[src/hw/rtl/fcnat_pkg.sv]
package fcnat_pkg;

    localparam int ENTRIES = 256;
    localparam int IDX_W   = $clog2(ENTRIES);

    localparam logic [1:0] ACT_OUT = 2'd0;
    localparam logic [1:0] ACT_IN  = 2'd1;
    localparam logic [1:0] ACT_RM  = 2'd2;
    localparam logic [1:0] ACT_UNK = 2'd3;

    localparam logic [2:0] ST_REUSED   = 3'd0;
    localparam logic [2:0] ST_NEW      = 3'd1;
    localparam logic [2:0] ST_NOTFOUND = 3'd2;
    localparam logic [2:0] ST_DROP     = 3'd3;
    localparam logic [2:0] ST_REMOVED  = 3'd4;
    localparam logic [2:0] ST_PASS     = 3'd5;

    localparam logic [1:0] REG_PORT_MIN  = 2'd0;
    localparam logic [1:0] REG_PRES_LOW  = 2'd1;
    localparam logic [1:0] REG_PRES_HIGH = 2'd2;
    localparam logic [1:0] REG_RETRIES   = 2'd3;

    localparam logic [15:0] PORT_MIN_RST  = 16'd20000;
    localparam logic [15:0] PRES_LOW_RST  = 16'd1024;
    localparam logic [15:0] PRES_HIGH_RST = 16'd65534;
    localparam logic [5:0]  RETRIES_RST   = 6'd20;
    localparam logic [15:0] LFSR_RST      = 16'hACE1;

    // lookup key broadcast to every cell
    typedef struct packed {
        logic [31:0] iaddr;
        logic [15:0] iport;
        logic [31:0] eaddr;
        logic [15:0] eport;
    } qry_t;

    // search token passed from cell to cell, keeps the first hit of each kind
    typedef struct packed {
        logic             vld;
        logic             hit_out;
        logic [15:0]      out_port;
        logic             hit_in;
        logic [31:0]      in_addr;
        logic [15:0]      in_port;
        logic             hit_rm;
        logic [IDX_W-1:0] rm_idx;
        logic             has_free;
        logic [IDX_W-1:0] free_idx;
    } tok_t;

    typedef struct packed {
        logic             set;
        logic             clr;
        logic [IDX_W-1:0] idx;
        logic [31:0]      iaddr;
        logic [15:0]      iport;
        logic [31:0]      eaddr;
        logic [15:0]      eport;
    } wr_t;

    function automatic logic [15:0] lfsr_adv(input logic [15:0] s);
        logic fb;
        fb = s[0] ^ s[2] ^ s[3] ^ s[5];
        return {fb, s[15:1]};
    endfunction

endpackage

[src/hw/rtl/fcnat_cell.sv]
module fcnat_cell
    import fcnat_pkg::*;
(
    input  logic             clk,
    input  logic             rst_n,
    input  logic [IDX_W-1:0] cell_idx,
    input  qry_t             qry,
    input  wr_t              wr,
    input  tok_t             tok_in,
    output tok_t             tok_out
);

    logic        valid_reg;
    logic [31:0] iaddr_reg;
    logic [15:0] iport_reg;
    logic [31:0] eaddr_reg;
    logic [15:0] eport_reg;
    tok_t        tok_reg;
    tok_t        tok_next;
    logic        m_out;
    logic        m_in;
    logic        m_rm;
    logic        sel;

    assign sel   = (wr.idx == cell_idx);
    assign m_out = valid_reg && iaddr_reg == qry.iaddr && iport_reg == qry.iport
                   && eaddr_reg == qry.eaddr;
    assign m_in  = valid_reg && eaddr_reg == qry.eaddr && eport_reg == qry.eport;
    assign m_rm  = m_out && eport_reg == qry.eport;

    always_comb
    begin
        tok_next = tok_in;
        if (!tok_in.hit_out && m_out)
        begin
            tok_next.hit_out  = 1'b1;
            tok_next.out_port = eport_reg;
        end
        if (!tok_in.hit_in && m_in)
        begin
            tok_next.hit_in  = 1'b1;
            tok_next.in_addr = iaddr_reg;
            tok_next.in_port = iport_reg;
        end
        if (!tok_in.hit_rm && m_rm)
        begin
            tok_next.hit_rm = 1'b1;
            tok_next.rm_idx = cell_idx;
        end
        if (!tok_in.has_free && !valid_reg)
        begin
            tok_next.has_free = 1'b1;
            tok_next.free_idx = cell_idx;
        end
    end

    always_ff @(posedge clk or negedge rst_n)
    begin
        if (!rst_n)
        begin
            valid_reg <= 1'b0;
            tok_reg   <= '0;
        end
        else
        begin
            tok_reg <= tok_next;
            if (sel && wr.set)
                valid_reg <= 1'b1;
            else if (sel && wr.clr)
                valid_reg <= 1'b0;
        end
    end

    always_ff @(posedge clk)
    begin
        if (sel && wr.set)
        begin
            iaddr_reg <= wr.iaddr;
            iport_reg <= wr.iport;
            eaddr_reg <= wr.eaddr;
            eport_reg <= wr.eport;
        end
    end

    assign tok_out = tok_reg;

endmodule

[config.mk]
export PLATFORM = sky130hd
export DESIGN_NAME = fcnat_cell
export DESIGN_NICKNAME = d
export VERILOG_FILES = /design/src/hw/rtl/fcnat_pkg.sv /design/src/hw/rtl/fcnat_cell.sv
export SDC_FILE = /design/constraint.sdc
export NUM_CORES = 1
export LEC_CHECK = 0
export BUFFER_PORTS_ARGS = -buffer_cell sky130_fd_sc_hd__buf_2
export CORE_MARGIN = 5
export CORE_UTILIZATION = 25
export CTS_CLUSTER_SIZE = 20
export DETAILED_ROUTE_END_ITERATION = 10
export HOLD_SLACK_MARGIN = 0.05
export SLEW_MARGIN = 10
export SYNTH_ARGS = -nofsm -noshare
export SYNTH_HDL_FRONTEND = slang
export SYNTH_SLANG_ARGS = --single-unit
[constraint.sdc]
create_clock -name clk -period 3.32 [get_ports clk]
set_input_delay 0.166 -clock clk [delete_from_list [all_inputs] [get_ports clk]]
set_output_delay 0.166 -clock clk [all_outputs]
set_load 0.01 [all_outputs]
== Word level (Yosys, flattened, before mapping) ==
Cells that the tools add are included.

* Bits in registers: 182
* Bits in writable memories: 0
* Output and inout bits: 85
* Latch bits: 0
* Memory bits (read-only): 0
* Memories: 0

* Add/sub/neg operators: 0
* Multipliers: 0
* Mux-type cells: 6
* Bitwise logic cells: 0
* Shifts and indexed selects: 0
* Equal/unequal tests: 5
* $lt $le $gt $ge: 0
* Reduce and logical (&&, ||, !) cells: 18
* Div/mod/pow operators: 0

{| class="wikitable"
|+ Operators with widths
! cell !! number
|-
| $eq A32 B32 Y1 || 2
|-
| $mux W49 || 1
|-
| $eq A16 B16 Y1 || 2
|-
| $mux W9 || 2
|-
| $mux W17 || 1
|-
| $logic_and A1 B1 Y1 || 12
|-
| $eq A8 B8 Y1 || 1
|-
| $logic_not A1 Y1 || 5
|-
| $mux W1 || 2
|-
| $reduce_bool A2 Y1 || 1
|}

== Depth between registers and ports, before layout ==
* Depth after elaboration: 7
* Depth in mapped cells: 8
* Gate-level depth less buffers: 6

== Least setup slack after synthesis ==
OpenSTA, ideal clock, no wires.

* Kind: input -> register
* From: in cell_idx[4]
* To: reg eaddr_reg[0], enable pin
* Required time: 2853 ps
* Library setup time: 467 ps
* Arrival: 2787 ps
* Slack: 66 ps
* Path buffers: 0
* Cell stages on the path: 4
* Path through: xnor2_1 > nand4_1 > nor2_1 > and2_1

* Word-level cells in the longest chain between the ends: 2

{| class="wikitable"
|+ Ends and longest elaborated chain
! element !! RTL line !! text
|-
| start: declaration || fcnat_cell.sv:6 || <nowiki>input logic [IDX_W-1:0] cell_idx,</nowiki>
|-
| $eq A8 B8 Y1 || fcnat_cell.sv:25 || <nowiki>assign sel = (wr.idx == cell_idx);</nowiki>
|-
| $logic_and A1 B1 Y1 || fcnat_cell.sv:76 || <nowiki>if (sel && wr.set)</nowiki>
|-
| end signal: assignment || fcnat_cell.sv:80 || <nowiki>eaddr_reg <= wr.eaddr;</nowiki>
|-
| end: declaration || fcnat_cell.sv:16 || <nowiki>logic [31:0] eaddr_reg;</nowiki>
|}

No other way between the ends.
A chain may end at the register's enable or synchronous reset.

==> impl_metrics.env <==
export IMPL_clk_pin_slew_ns=0.07
export IMPL_max_slew_margin_pct=34.8
export IMPL_cp_max_fo=8
export IMPL_die_w_um=180
export IMPL_setup_violations=0
export IMPL_drive_gt1_share_pct=48.6
export IMPL_hold_viol=0
export IMPL_syn_cell_area_um2=7240
export IMPL_ys_ff_latch=182
export IMPL_post_route_period_util_pct=85.1
export IMPL_worstSkewPairLatency_ns=0.43
export IMPL_synth_top_area_share_pct=39.8
export IMPL_cap_violations=0
export IMPL_syn_area_per_cell_um2=17.1
export IMPL_finalMaxSlewViolations=0
export IMPL_fin_cells=1424
export IMPL_clock_sinks=182
export IMPL_endpoint_kind="register"
export IMPL_dpl_worst_slack_ns=0.365
export IMPL_synth_seq_area_share_pct=69.5
export IMPL_grt_pass1_wl_um=37900
export IMPL_place_gp_congestion=0.844
export IMPL_cpMaxStageDelayCell="nor4_1"
export IMPL_cp_slowest_stage_delay_ns=0.68
export IMPL_fmax_mhz=354
export IMPL_avgRoutedWirePerCell_um=17.2
export IMPL_clock_path_buffers=2
export IMPL_vias=5813
export IMPL_synth_area_leaders="edfxtp_1 (40%), dfrtp_1 (30%), xnor2_1 (12%)"
export IMPL_largest_reg_flops=85
export IMPL_required_ns=3.63
export IMPL_p_leak_nw=5.12
export IMPL_grt_max_degree=98
export IMPL_grt_use_total_pct=15.0
export IMPL_die_y_um=180
export IMPL_dpl_hpwl_um=17000
export IMPL_skew_ns=0.0150
export IMPL_overflow=0
export IMPL_yosysUniqueCellTypes=24
export IMPL_wl_um=24500
export IMPL_yosysTopAreaCell="edfxtp_1"
export IMPL_rsz0062_at_grt="no"
export IMPL_final_nets=1320
export IMPL_routed_via_density=4.08
export IMPL_period_minus_slack_ns=2.83
export IMPL_r2r_setup_slack_ns=0.49
export IMPL_cts_made_buffers=17
export IMPL_tns_ns=0
export IMPL_antenna_left=0
export IMPL_port_buffers=381
export IMPL_powerDensity_nw_per_um2=426
export IMPL_cts_tree="done"
export IMPL_hold_class="input pin to register"
export IMPL_io_pin_count=382
export IMPL_path_cells="xnor2_1 > nand4_1 > nor4_1 > nand3_1 > buf_4 > nor3_4 > mux2_2"
export IMPL_grt_pass1_vias=6797
export IMPL_max_slew_worst_pin_slew_ns=0.978
export IMPL_finalPower_mw=5.23
export IMPL_arrival_ns=3.13
export IMPL_dpl_cell_count=1189
export IMPL_fin_util_pct=42.8
export IMPL_drt_iter0_drc=166
export IMPL_cts_resized_gates=0
export IMPL_initial_core_util_pct=25.3
export IMPL_synth_nets=720
export IMPL_irDropWorstVdd_uv=261
export IMPL_drc=0
export IMPL_cts_htree_levels=4
export IMPL_yosys_warnings=0
export IMPL_setup_slack_ns=0.494
export IMPL_std_cell_rows=62
export IMPL_crit_type="register to register"
export IMPL_dieArea_um2=32500
export IMPL_start_kind="register"
export IMPL_coreArea_um2=28600
export IMPL_antenna_found_initial=4
export IMPL_root_buffer="clkbuf_16"
export IMPL_first_pass_iters=4
export IMPL_areaGrowthSynthToFinish_pct=69.4
export IMPL_synthCells=423
export IMPL_status="completed"
==> worst max-delay path, delay by kind of cell (launching register included) <==
| kind | cells | cell delay (ns) |
|---|---|---|
| flip-flops | 1 | 0.40 |
| XOR/XNOR | 1 | 0.17 |
| buffers and inverters | 1 | 0.23 |
| AND/OR/NAND/NOR | 4 | 1.51 |
| multiplexers | 1 | 0.40 |
==> synthesized netlist by cell type (all sizes together) <==
library cell	instances
a22o	1
and2	1
o21bai	2
nor2	3
nand2b	3
a21o	1
edfxtp	96
nand4	25
nand3	3
inv	2
nor3	4
buf	6
mux2	80
nor4	5
dfrtp	86
o2111ai	1
xnor2	102
nand2	2
==> layout by cell type, fill, tap and decap left out, types with 4 or more instances in the layout <==
cell type and n:
clkbuf_16 17, clkinv_2 4, dfrtp_1 86, edfxtp_1 96
buf_4 6, dlygate4sd3_1 199, nand4_1 24, mux2_2 79
xnor2_1 102, nor4_1 4, buf_2 380, diode_2 4
==> final timing paths <==
path | startpoint | end | cells past startpoint
setup / recovery | iport_reg[11] | tok_out[9] | 7
hold / removal | wr[99] | valid_reg | 6
setup reg to reg | iport_reg[11] | tok_out[9] | 7
hold reg to reg | valid_reg | tok_out[8] | 1
max in group asynchronous | rst_n | tok_out[54] | 3
min in group asynchronous | rst_n | tok_out[83] | 2
==> metal layers <==
| metal | up-vias | track usage (%) | part of all wire (%) |
|---|---|---|---|
| li1 | 2745 | - | - |
| met1 | 2750 | 17.2 | 40 |
| met2 | 258 | 25.5 | 50 |
| met3 | 60 | 4.88 | 6.4 |
| met4 | 0 | 6.72 | 4.0 |
| met5 | - | 0 | 0 |
==> logic make-up (layout without fill, tap and decap cells) <==
group                     count (synthesis)  in the layout  share of synthesized area, %
DFF                                     182            182                          69.5
other                                     0              4                             0
xor gates and xnor gates                102            102                          12.3
buffers and inverters                     8            621                         0.933
muxes                                    80             80                          12.4
AOI/OAI and AO/OA                         5              5                         0.553
and+or+nand+nor                          46             46                          4.20
==> cell type report <==
type	count	area, µm²
Antenna cell	4	10.0
Clock buffer	19	453
Clock inverter	13	155
Fill cell	2568	16400
Inverter	2	7.51
Multi-Input combinational cell	233	2150
Sequential cell	182	5030
Tap cell	384	480
Timing Repair Buffer	587	3980
==> repair_timing <==
action,in CTS,in global routing
hold buffers,199,0
setup buffers,0,0
endpoints found under the hold margin,250,0
==> report_power, final <==
part           leakage [nW]  total, mW  internal [mW]  switching, mW
Combinational          2.96      0.657          0.413          0.244
Sequential             1.86       2.46           2.44         0.0217
Clock                 0.296       2.11           1.22          0.889
==> metrics by stage <==
step	instance area, µm²	hold slack (ns)
floorplan	7240	-0.130
finish	12300	0.230
detailed placement	9660	0.277
global route	12300	0.286
global placement	9660	0.286
CTS	12300	0.198
Note: power is estimated with default switching activity, not from simulation.
