[src/hw/rtl/fcnat_pkg.sv]
package fcnat_pkg;

    localparam int ENTRIES = 256;
    localparam int IDX_W   = $clog2(ENTRIES);

    localparam logic [1:0] ACT_OUT = 2'd0;
    localparam logic [1:0] ACT_IN  = 2'd1;
    localparam logic [1:0] ACT_RM  = 2'd2;
    localparam logic [1:0] ACT_UNK = 2'd3;

    localparam logic [2:0] ST_REUSED   = 3'd0;
    localparam logic [2:0] ST_NEW      = 3'd1;
    localparam logic [2:0] ST_NOTFOUND = 3'd2;
    localparam logic [2:0] ST_DROP     = 3'd3;
    localparam logic [2:0] ST_REMOVED  = 3'd4;
    localparam logic [2:0] ST_PASS     = 3'd5;

    localparam logic [1:0] REG_PORT_MIN  = 2'd0;
    localparam logic [1:0] REG_PRES_LOW  = 2'd1;
    localparam logic [1:0] REG_PRES_HIGH = 2'd2;
    localparam logic [1:0] REG_RETRIES   = 2'd3;

    localparam logic [15:0] PORT_MIN_RST  = 16'd20000;
    localparam logic [15:0] PRES_LOW_RST  = 16'd1024;
    localparam logic [15:0] PRES_HIGH_RST = 16'd65534;
    localparam logic [5:0]  RETRIES_RST   = 6'd20;
    localparam logic [15:0] LFSR_RST      = 16'hACE1;

    // lookup key broadcast to every cell
    typedef struct packed {
        logic [31:0] iaddr;
        logic [15:0] iport;
        logic [31:0] eaddr;
        logic [15:0] eport;
    } qry_t;

    // search token passed from cell to cell, keeps the first hit of each kind
    typedef struct packed {
        logic             vld;
        logic             hit_out;
        logic [15:0]      out_port;
        logic             hit_in;
        logic [31:0]      in_addr;
        logic [15:0]      in_port;
        logic             hit_rm;
        logic [IDX_W-1:0] rm_idx;
        logic             has_free;
        logic [IDX_W-1:0] free_idx;
    } tok_t;

    typedef struct packed {
        logic             set;
        logic             clr;
        logic [IDX_W-1:0] idx;
        logic [31:0]      iaddr;
        logic [15:0]      iport;
        logic [31:0]      eaddr;
        logic [15:0]      eport;
    } wr_t;

    function automatic logic [15:0] lfsr_adv(input logic [15:0] s);
        logic fb;
        fb = s[0] ^ s[2] ^ s[3] ^ s[5];
        return {fb, s[15:1]};
    endfunction

endpackage

[src/hw/rtl/fcnat_mod.sv]
module fcnat_mod
    import fcnat_pkg::*;
(
    input  logic        clk,
    input  logic        rst_n,
    input  logic        start,
    input  logic [15:0] dividend,
    input  logic [16:0] divisor,
    output logic        done,
    output logic [15:0] rem
);

    logic        busy_reg;
    logic        done_reg;
    logic [3:0]  cnt_reg;
    logic [15:0] dvd_reg;
    logic [15:0] rem_reg;
    logic [16:0] dsr_reg;
    logic [16:0] trial;
    logic [16:0] diff;

    // restoring division, one quotient bit a cycle
    assign trial = {rem_reg, dvd_reg[15]};
    assign diff  = trial - dsr_reg;

    always_ff @(posedge clk or negedge rst_n)
    begin
        if (!rst_n)
        begin
            busy_reg <= 1'b0;
            done_reg <= 1'b0;
            cnt_reg  <= '0;
        end
        else
        begin
            done_reg <= 1'b0;
            if (start)
            begin
                busy_reg <= 1'b1;
                cnt_reg  <= '0;
            end
            else if (busy_reg)
            begin
                cnt_reg <= cnt_reg + 4'd1;
                if (cnt_reg == 4'd15)
                begin
                    busy_reg <= 1'b0;
                    done_reg <= 1'b1;
                end
            end
        end
    end

    always_ff @(posedge clk)
    begin
        if (start)
        begin
            dvd_reg <= dividend;
            rem_reg <= '0;
            dsr_reg <= divisor;
        end
        else if (busy_reg)
        begin
            dvd_reg <= {dvd_reg[14:0], 1'b0};
            rem_reg <= (trial >= dsr_reg) ? diff[15:0] : trial[15:0];
        end
    end

    assign done = done_reg;
    assign rem  = rem_reg;

endmodule

[config.mk]
export PLATFORM = sky130hd
export DESIGN_NAME = fcnat_mod
export DESIGN_NICKNAME = d
export VERILOG_FILES = /design/src/hw/rtl/fcnat_pkg.sv /design/src/hw/rtl/fcnat_mod.sv
export SDC_FILE = /design/constraint.sdc
export NUM_CORES = 1
export LEC_CHECK = 0
export ABC_AREA = 0
export BUFFER_PORTS_ARGS = -buffer_cell sky130_fd_sc_hd__buf_2
export CORE_AREA = 4 4 95 70
export DETAILED_ROUTE_END_ITERATION = 10
export DIE_AREA = 0 0 99 74
export HOLD_SLACK_MARGIN = 0.15
export PLACE_DENSITY = 0.82
export SYNTH_ARGS = -nofsm -noshare
export SYNTH_HDL_FRONTEND = slang
export SYNTH_SLANG_ARGS = --single-unit
[constraint.sdc]
create_clock -name clk -period 2.8 [get_ports clk]
set_clock_uncertainty 0.15 [all_clocks]
set_input_delay 0.7 -clock clk [delete_from_list [all_inputs] [get_ports clk]]
set_output_delay 0.7 -clock clk [all_outputs]
set_load 0.05 [all_outputs]
[Word level (Yosys, flattened, before mapping)]
Cells that the tools add are included.
Widths: inputs -> output; s select.
Word-level totals
  register bits after elaboration: 55
  output and inout port bits: 17
Operators by class
  add/sub/neg operators: 2
  $lt $le $gt $ge: 1
  equality and inequality tests: 1
  multiplexer cells: 11
  reductions and logical operators: 1
Operators with widths (number)
  $mux 16: 3
  $ge 17x17->1: 1
  $sub 16x16->16: 1
  $mux 4: 2
  $mux 1: 6
  $add 4x1->4 const B: 1
  $eq 4x4->1 const B: 1
  $reduce_bool 2->1: 1

[Longest topological paths before layout]
Gate-level depths: netlist (run 1).
  word-level depth: 4
  mapped depth: 12
  gate-level depth less buffers: 11

[Least setup slack after synthesis (run 1)]
OpenSTA, ideal clock, no wires.
  kind: reg-to-reg
  from: register rem_reg[1] (netlist: rem[1])
  to: register rem_reg[0] (netlist: rem[0])
  arrival time: 2.502 ns
  data required time: 2.570 ns
  setup slack: 0.068 ns
  cell stages (with the launch flop): 10
  path buffers: 1
  path through: dfxtp_1 ha_1 nor2_1 a211oi_4 a211oi_4 o21ai_2 o22a_1 buf_6 mux2_4 a211oi_2
Between the ends
  cells in the longest elaborated chain, start to end: 2
RTL lines
  start: declaration: line fcnat_mod.sv:17  | logic [15:0] rem_reg;
  start signal: assignment: line fcnat_mod.sv:65  | rem_reg <= (trial >= dsr_reg) ? diff[15:0] : trial[15:0];
  $ge 17x17->1: line fcnat_mod.sv:65
  $mux 16: line fcnat_mod.sv:65
Every way passes these cells.
A chain may end at the register's enable or synchronous reset.

[Worst setup path in the final report (run 1)]
  from: register dvd_reg[15]
  to: register rem_reg[8] (netlist: rem[8])
Between the ends
  cells in the longest elaborated chain, start to end: 2
RTL lines
  start: declaration: line fcnat_mod.sv:16  | logic [15:0] dvd_reg;
  start signal: assignment: line fcnat_mod.sv:58  | dvd_reg <= dividend;
  start signal: assignment: line fcnat_mod.sv:64  | dvd_reg <= {dvd_reg[14:0], 1'b0};
  $sub 16x16->16 or $ge 17x17->1 (tied branches): line fcnat_mod.sv:24, fcnat_mod.sv:65
  $mux 16 (*): line fcnat_mod.sv:65
Every way passes the cells marked *; elsewhere a longest branch is shown, timed or not.

==> results of run 1 <==
## cells by family (layout without fill, tap and decap cells)
| logic type | count (synthesis) | after routing | share of synthesized area, % |
|---|---|---|---|
| simple gates | 62 | 62 | 9.69 |
| flops | 55 | 55 | 47.5 |
| mux | 28 | 28 | 9.89 |
| compound gates | 66 | 66 | 16.4 |
| buf+inv | 30 | 89 | 4.52 |
| xor+xnor | 14 | 14 | 3.99 |
| fa+ha+maj | 19 | 19 | 7.98 |
## final cells by class
class	count	area (um^2)	area share [%]
clock inverter	3	28.8	0.812
multi-input combinational	189	1480	41.9
timing repair buffer	61	330	9.33
inverter	20	75.1	2.12
clock buffer	5	68.8	1.94
sequential	55	1460	41.3
tap	75	93.8	2.65
## power breakdown
part           internal [W]  switching, W  leakage, nW  total (W)
Clock              0.000189      0.000290       0.0511   0.000479
Sequential         0.000912     0.0000190        0.543   0.000931
Combinational      0.000114      0.000136         1.03   0.000250
Total               0.00122      0.000445         1.62    0.00166
## through the flow
step	std cells	utilization (%)	total power, W
floorplan	274	-	0.00112
global placement	399	60.4	0.00118
detailed placement	399	60.4	0.00119
CTS	408	62.3	0.00167
global route	408	62.5	0.00174
finish	408	62.5	0.00166
## final timing paths
path,cells past startpoint,to,from
worst max-delay path,10,rem[8]$_SDFFE_PP0P_,dvd_reg[15]$_DFFE_PP_
worst min-delay path,2,rem[2]$_SDFFE_PP0P_,rem[2]$_SDFFE_PP0P_
worst max register to register,10,rem[8]$_SDFFE_PP0P_,dvd_reg[15]$_DFFE_PP_
worst min register to register,2,rem[2]$_SDFFE_PP0P_,rem[2]$_SDFFE_PP0P_
max in group asynchronous,2,cnt_reg[3]$_DFFE_PN0P_,rst_n
min in group asynchronous,2,done$_DFF_PN0_,rst_n
## synthesized netlist by cell type (3+ instances only)
master / count / share of area, %
dfxtp_1: 16 / 10
nor3_1: 3 / 0.49
a21o_1: 8 / 2.0
edfxtp_1: 33 / 32
a21oi_1: 13 / 2.1
o21ai_1: 6 / 0.98
clkbuf_1: 4 / 0.49
ha_1: 18 / 7.3
nand2_1: 16 / 2.0
nand4_1: 3 / 0.61
a211oi_1: 8 / 2.0
dfrtp_1: 6 / 4.9
nor2_1: 19 / 2.3
inv_1: 20 / 2.4
mux2i_1: 12 / 3.9
xor2_1: 5 / 1.4
o31ai_1: 3 / 0.73
o21ai_0: 4 / 0.65
nand2b_1: 4 / 0.81
mux2_2: 15 / 5.5
xnor2_1: 9 / 2.6
nand3_1: 6 / 0.98
## worst max-delay path, delay by kind of cell, from the launching register on
family          cells  cell delay [ps]
xor+xnor            1              180
flops               1              370
mux                 1              100
fa+ha+maj           2              580
compound gates      4             1100
buf+inv             2              130
## layer usage
layer	global-route usage, %	routed length [um]
met5	0	0
met3	4.40	442
met4	5.91	96
met1	25.9	3070
met2	27.6	2700
## what timing repair did
action / 4_1_cts / 5_1_grt
hold endpoints to repair: 6 / 0
resized for setup: 0 / 3
hold buffers: 1 / 0
setup endpoints to repair: 0 / 4
==> impl_metrics.ini, run 1 <==
[run_status]
status = finished, final reports clean

[synthesis]
synth-edff-count = 33
yosys_most_used_dff = edfxtp_1
post_synth.cell_area_avg_um2 = 11.2
synth-seq-cells = 55
async_flop_share_pct = 10.9
netlist_area_um2 = 3070
synth_warnings = 0
ys_seq_area_share_pct = 47.5
syn_nets = 329
synth.distinct_cells = 53
syn_inst = 274

[sta]
period_minus_slack_ps = 2680
worstMarginPinSlew_ps = 621
tns_ps = 0
setup_violations = 0
rsz0062_at_grt = no
whs_ps = 343
setup_slack_ps = 124
relSlewSlack_pct = 58.5
min_period_over_period_pct = 95.6
final_max_slew_viol_count = 0
clock.fmax_mhz = 374
finalHoldViolCount = 0

[clock_tree]
clk_pin_slew_ps = 110
cts_tree = built
clk_path_buf_depth = 2
cts.sink_count = 55
clock_latency_ps = 320
root_buffer = clkbuf_8
htree_levels = 2
cts_setup_buffers = 0
cts_buffers = 5

[setup_path]
cp.arrival_ps = 2760
path_cells = inv_1 -> ha_1 -> inv_1 -> fa_1 -> a211o_1 -> a21oi_1 -> o21ai_0 -> xor2_1 -> mux2i_1 -> a211oi_1
cp_data_required_time_ps = 2890
critical-path-max-stage-delay_ps = 420
path_common_cell = inv_1
critPathKind = register to register
crit_slowest_cell = fa_1
end_kind = register
start_kind = register
crit_path_max_fanout = 3
rrSetupSlack_ps = 120

[final_layout]
finalNetCount = 387
largest_register_ffs = 17
drive_gt1_share_pct = 30.0
mostFrequentLayoutCell = buf_2
stdcell_area_um2 = 3540
syn2layout_area_growth_pct = 15.2
layout_common_cells = buf_2 (52), edfxtp_1 (33), inv_1 (20), nor2_1 (19)
diodes = 0
filler_cell_count = 457

[placed_design]
gp_routability_congestion = 0.895
dpl_worst_slack_ps = 184
placed_area_um2 = 3420
dp_hpwl_um = 4770
port_buffers = 52

[floorplan]
dieArea_um2 = 7330
num_rows = 23
ios = 53
start_util_pct = 54.2
die_h_um = 74
die_x_um = 99
coreArea_um2 = 5670

[power_and_ir_drop]
leakagePower_nw = 1.62
irDropWorstVdd_uv = 289
powerDensity_nw_per_um2 = 469

[route]
firstDrtPassIters = 4
drt-total-wl_um = 6310
drtAntennaViolNets = 0
route.vias.total = 2255
wl_per_cell_um = 15.5
post_drt_via_cell_ratio = 5.53
drc = 0
drt_iter0_markers = 138

[flow_run]
max-cap-violations = 0

[global_route]
overflow = 0
globalRouteTotalUtil_pct = 18.2
grt_max_degree = 25
grt_pass1_wl_um = 10500
grt_pass1_vias = 2167
antenna_found_initial = 0

[worst_hold_path]
hp-class = register to register
(Power assumes the default switching activity.)
==> run 2, diff against run 1 <==
Settings changed: RECOVER_POWER set to 50.
==> run 2 against run 1 <==
Effect of this change: power hardly changed; die area stayed put; non-clock buffer count stayed put; sequential power hardly changed; critical path depth stayed put; critical endpoint unchanged; final cell count stayed put; cell area is 0.39% lower; largest power group unchanged; utilization is 0.24 points lower.
==> impl_metrics.ini, run 2 (synthesized netlist as in run 1, its figures left out) <==
[run_status]
status = finished, final reports clean

[sta]
final_max_slew_viol_count = 0
finalHoldViolCount = 0
period_minus_slack_ps = 2670
whs_ps = 343
relSlewSlack_pct = 21.1
worstMarginPinSlew_ps = 1180
tns_ps = 0
setup_violations = 0
rsz0062_at_grt = no
min_period_over_period_pct = 95.4
clock.fmax_mhz = 375

[global_route]
grt_pass1_wl_um = 10500
antenna_found_initial = 0
grt_pass1_vias = 2167
grtUsageMet1_pct = 25.9
grt.busiest_layer = met2
overflow = 0
grtUsageMet2_pct = 27.6
grt_max_degree = 25
grt_use_met3_pct = 4.40
globalRouteTotalUtil_pct = 18.2

[setup_path]
path_common_cell = inv_1
critPathKind = register to register
crit_cells = 10
cp_data_required_time_ps = 2890
crit_path_max_fanout = 3
r2r.worst_path.cells = 10
cp.arrival_ps = 2760
critical-path-max-stage-delay_ps = 420
crit_slowest_cell = fa_1
crit_buf_inv = 2
path_cells = inv_1 -> ha_1 -> inv_1 -> fa_1 -> a211o_1 -> a21oi_1 -> o21ai_0 -> xor2_1 -> mux2i_1 -> a211oi_1
path_delay_family = compound AO/OA/AOI/OAI gates
start_kind = register
end_kind = register

[clock_tree]
root_buffer = clkbuf_8
clock_latency_ps = 320
cts_buffers = 5
cts_tree = built
cts.sink_count = 55
htree_levels = 2
clk_path_buf_depth = 2
clk_pin_slew_ps = 110

[flow_run]
max-cap-violations = 0

[placed_design]
port_buffers = 52
dp_hpwl_um = 4770
gp_routability_congestion = 0.895

[power_and_ir_drop]
irDropWorstVdd_uv = 290
leakagePower_nw = 1.61
switchingPower_w = 0.000446
comb_power_share_pct = 15.0
swShare_pct = 26.9
seqPwrFrac_pct = 56.1
clock_power_share_pct = 28.9
intPower_w = 0.00121
powerDensity_nw_per_um2 = 471

[final_layout]
largest_register_ffs = 17
finalNetCount = 387
syn2layout_area_growth_pct = 14.8
mostFrequentLayoutCell = buf_2
layout_common_cells = buf_2 (50), edfxtp_1 (33), inv_1 (20), nor2_1 (19)
finish.utilization_pct = 62.2
drive_gt1_share_pct = 28.5
diodes = 0

[route]
firstDrtPassIters = 4
drtAntennaViolNets = 0
drc = 0
route.vias.total = 2258
drt_iter0_markers = 148
drt-total-wl_um = 6290
post_drt_via_cell_ratio = 5.53
wl_per_cell_um = 15.4

[floorplan]
dieArea_um2 = 7330
die_h_um = 74
coreArea_um2 = 5670
die_x_um = 99
ios = 53
num_rows = 23
start_util_pct = 54.2

[worst_hold_path]
hp-class = register to register
hold_depth = 2
[run 2: area by class of cell]
class / count / area (um^2)
multi-input combinational: 189 / 1480
tap: 75 / 93.8
inverter: 20 / 75.1
fill: 457 / 2140
clock inverter: 3 / 28.8
clock buffer: 5 / 68.8
timing repair buffer: 61 / 317
sequential: 55 / 1460
[run 2: worst min-delay path: cells and delay by family, from the launching register on]
family	cells	cell delay, ps
AOI/OAI and AO/OA	1	50
and+or+nand+nor	1	60
DFF	1	350
[run 2: timing repair]
action,CTS,global route
endpoints found under the setup margin,0,4
hold endpoints to repair,6,0
hold buffers,1,0
resized for setup,0,3
buffers inserted,0,0
[run 2: power groups by stage]
stage | clock network, W | registers, W | logic, W
final | 0.000480 | 0.000931 | 0.000249
after global routing | 0.000533 | 0.000937 | 0.000273
after CTS | 0.000496 | 0.000932 | 0.000247
after detailed placement | 0 | 0.000950 | 0.000245
after global placement | 0 | 0.000948 | 0.000236
after floorplan | 0 | 0.000954 | 0.000164
[run 2: worst paths after layout]
check	to	slack, ps	from
worst max-delay path	rem[8]$_SDFFE_PP0P_	130	dvd_reg[15]$_DFFE_PP_
worst min-delay path	rem[2]$_SDFFE_PP0P_	340	rem[2]$_SDFFE_PP0P_
worst max register to register	rem[8]$_SDFFE_PP0P_	130	dvd_reg[15]$_DFFE_PP_
worst min register to register	rem[2]$_SDFFE_PP0P_	340	rem[2]$_SDFFE_PP0P_
max in group asynchronous	cnt_reg[3]$_DFFE_PN0P_	1650	rst_n
min in group asynchronous	done$_DFF_PN0_	620	rst_n
[run 2: routing by layer]
metal  vias up  share of wire, %
met5         -                 0
met4         0               1.5
met3        10               7.6
met2        72                42
met1      1059                48
li1       1117                 -
[run 2: stage by stage]
step                      std cells  worst slack, ps  total power, W  cell area, um^2
final                           408              130         0.00166             3530
after global routing            408             4.93         0.00174             3530
after CTS                       408              174         0.00167             3530
after detailed placement        399              184         0.00119             3420
after global placement          399              256         0.00118             3420
after floorplan                 274             68.0         0.00112             3070
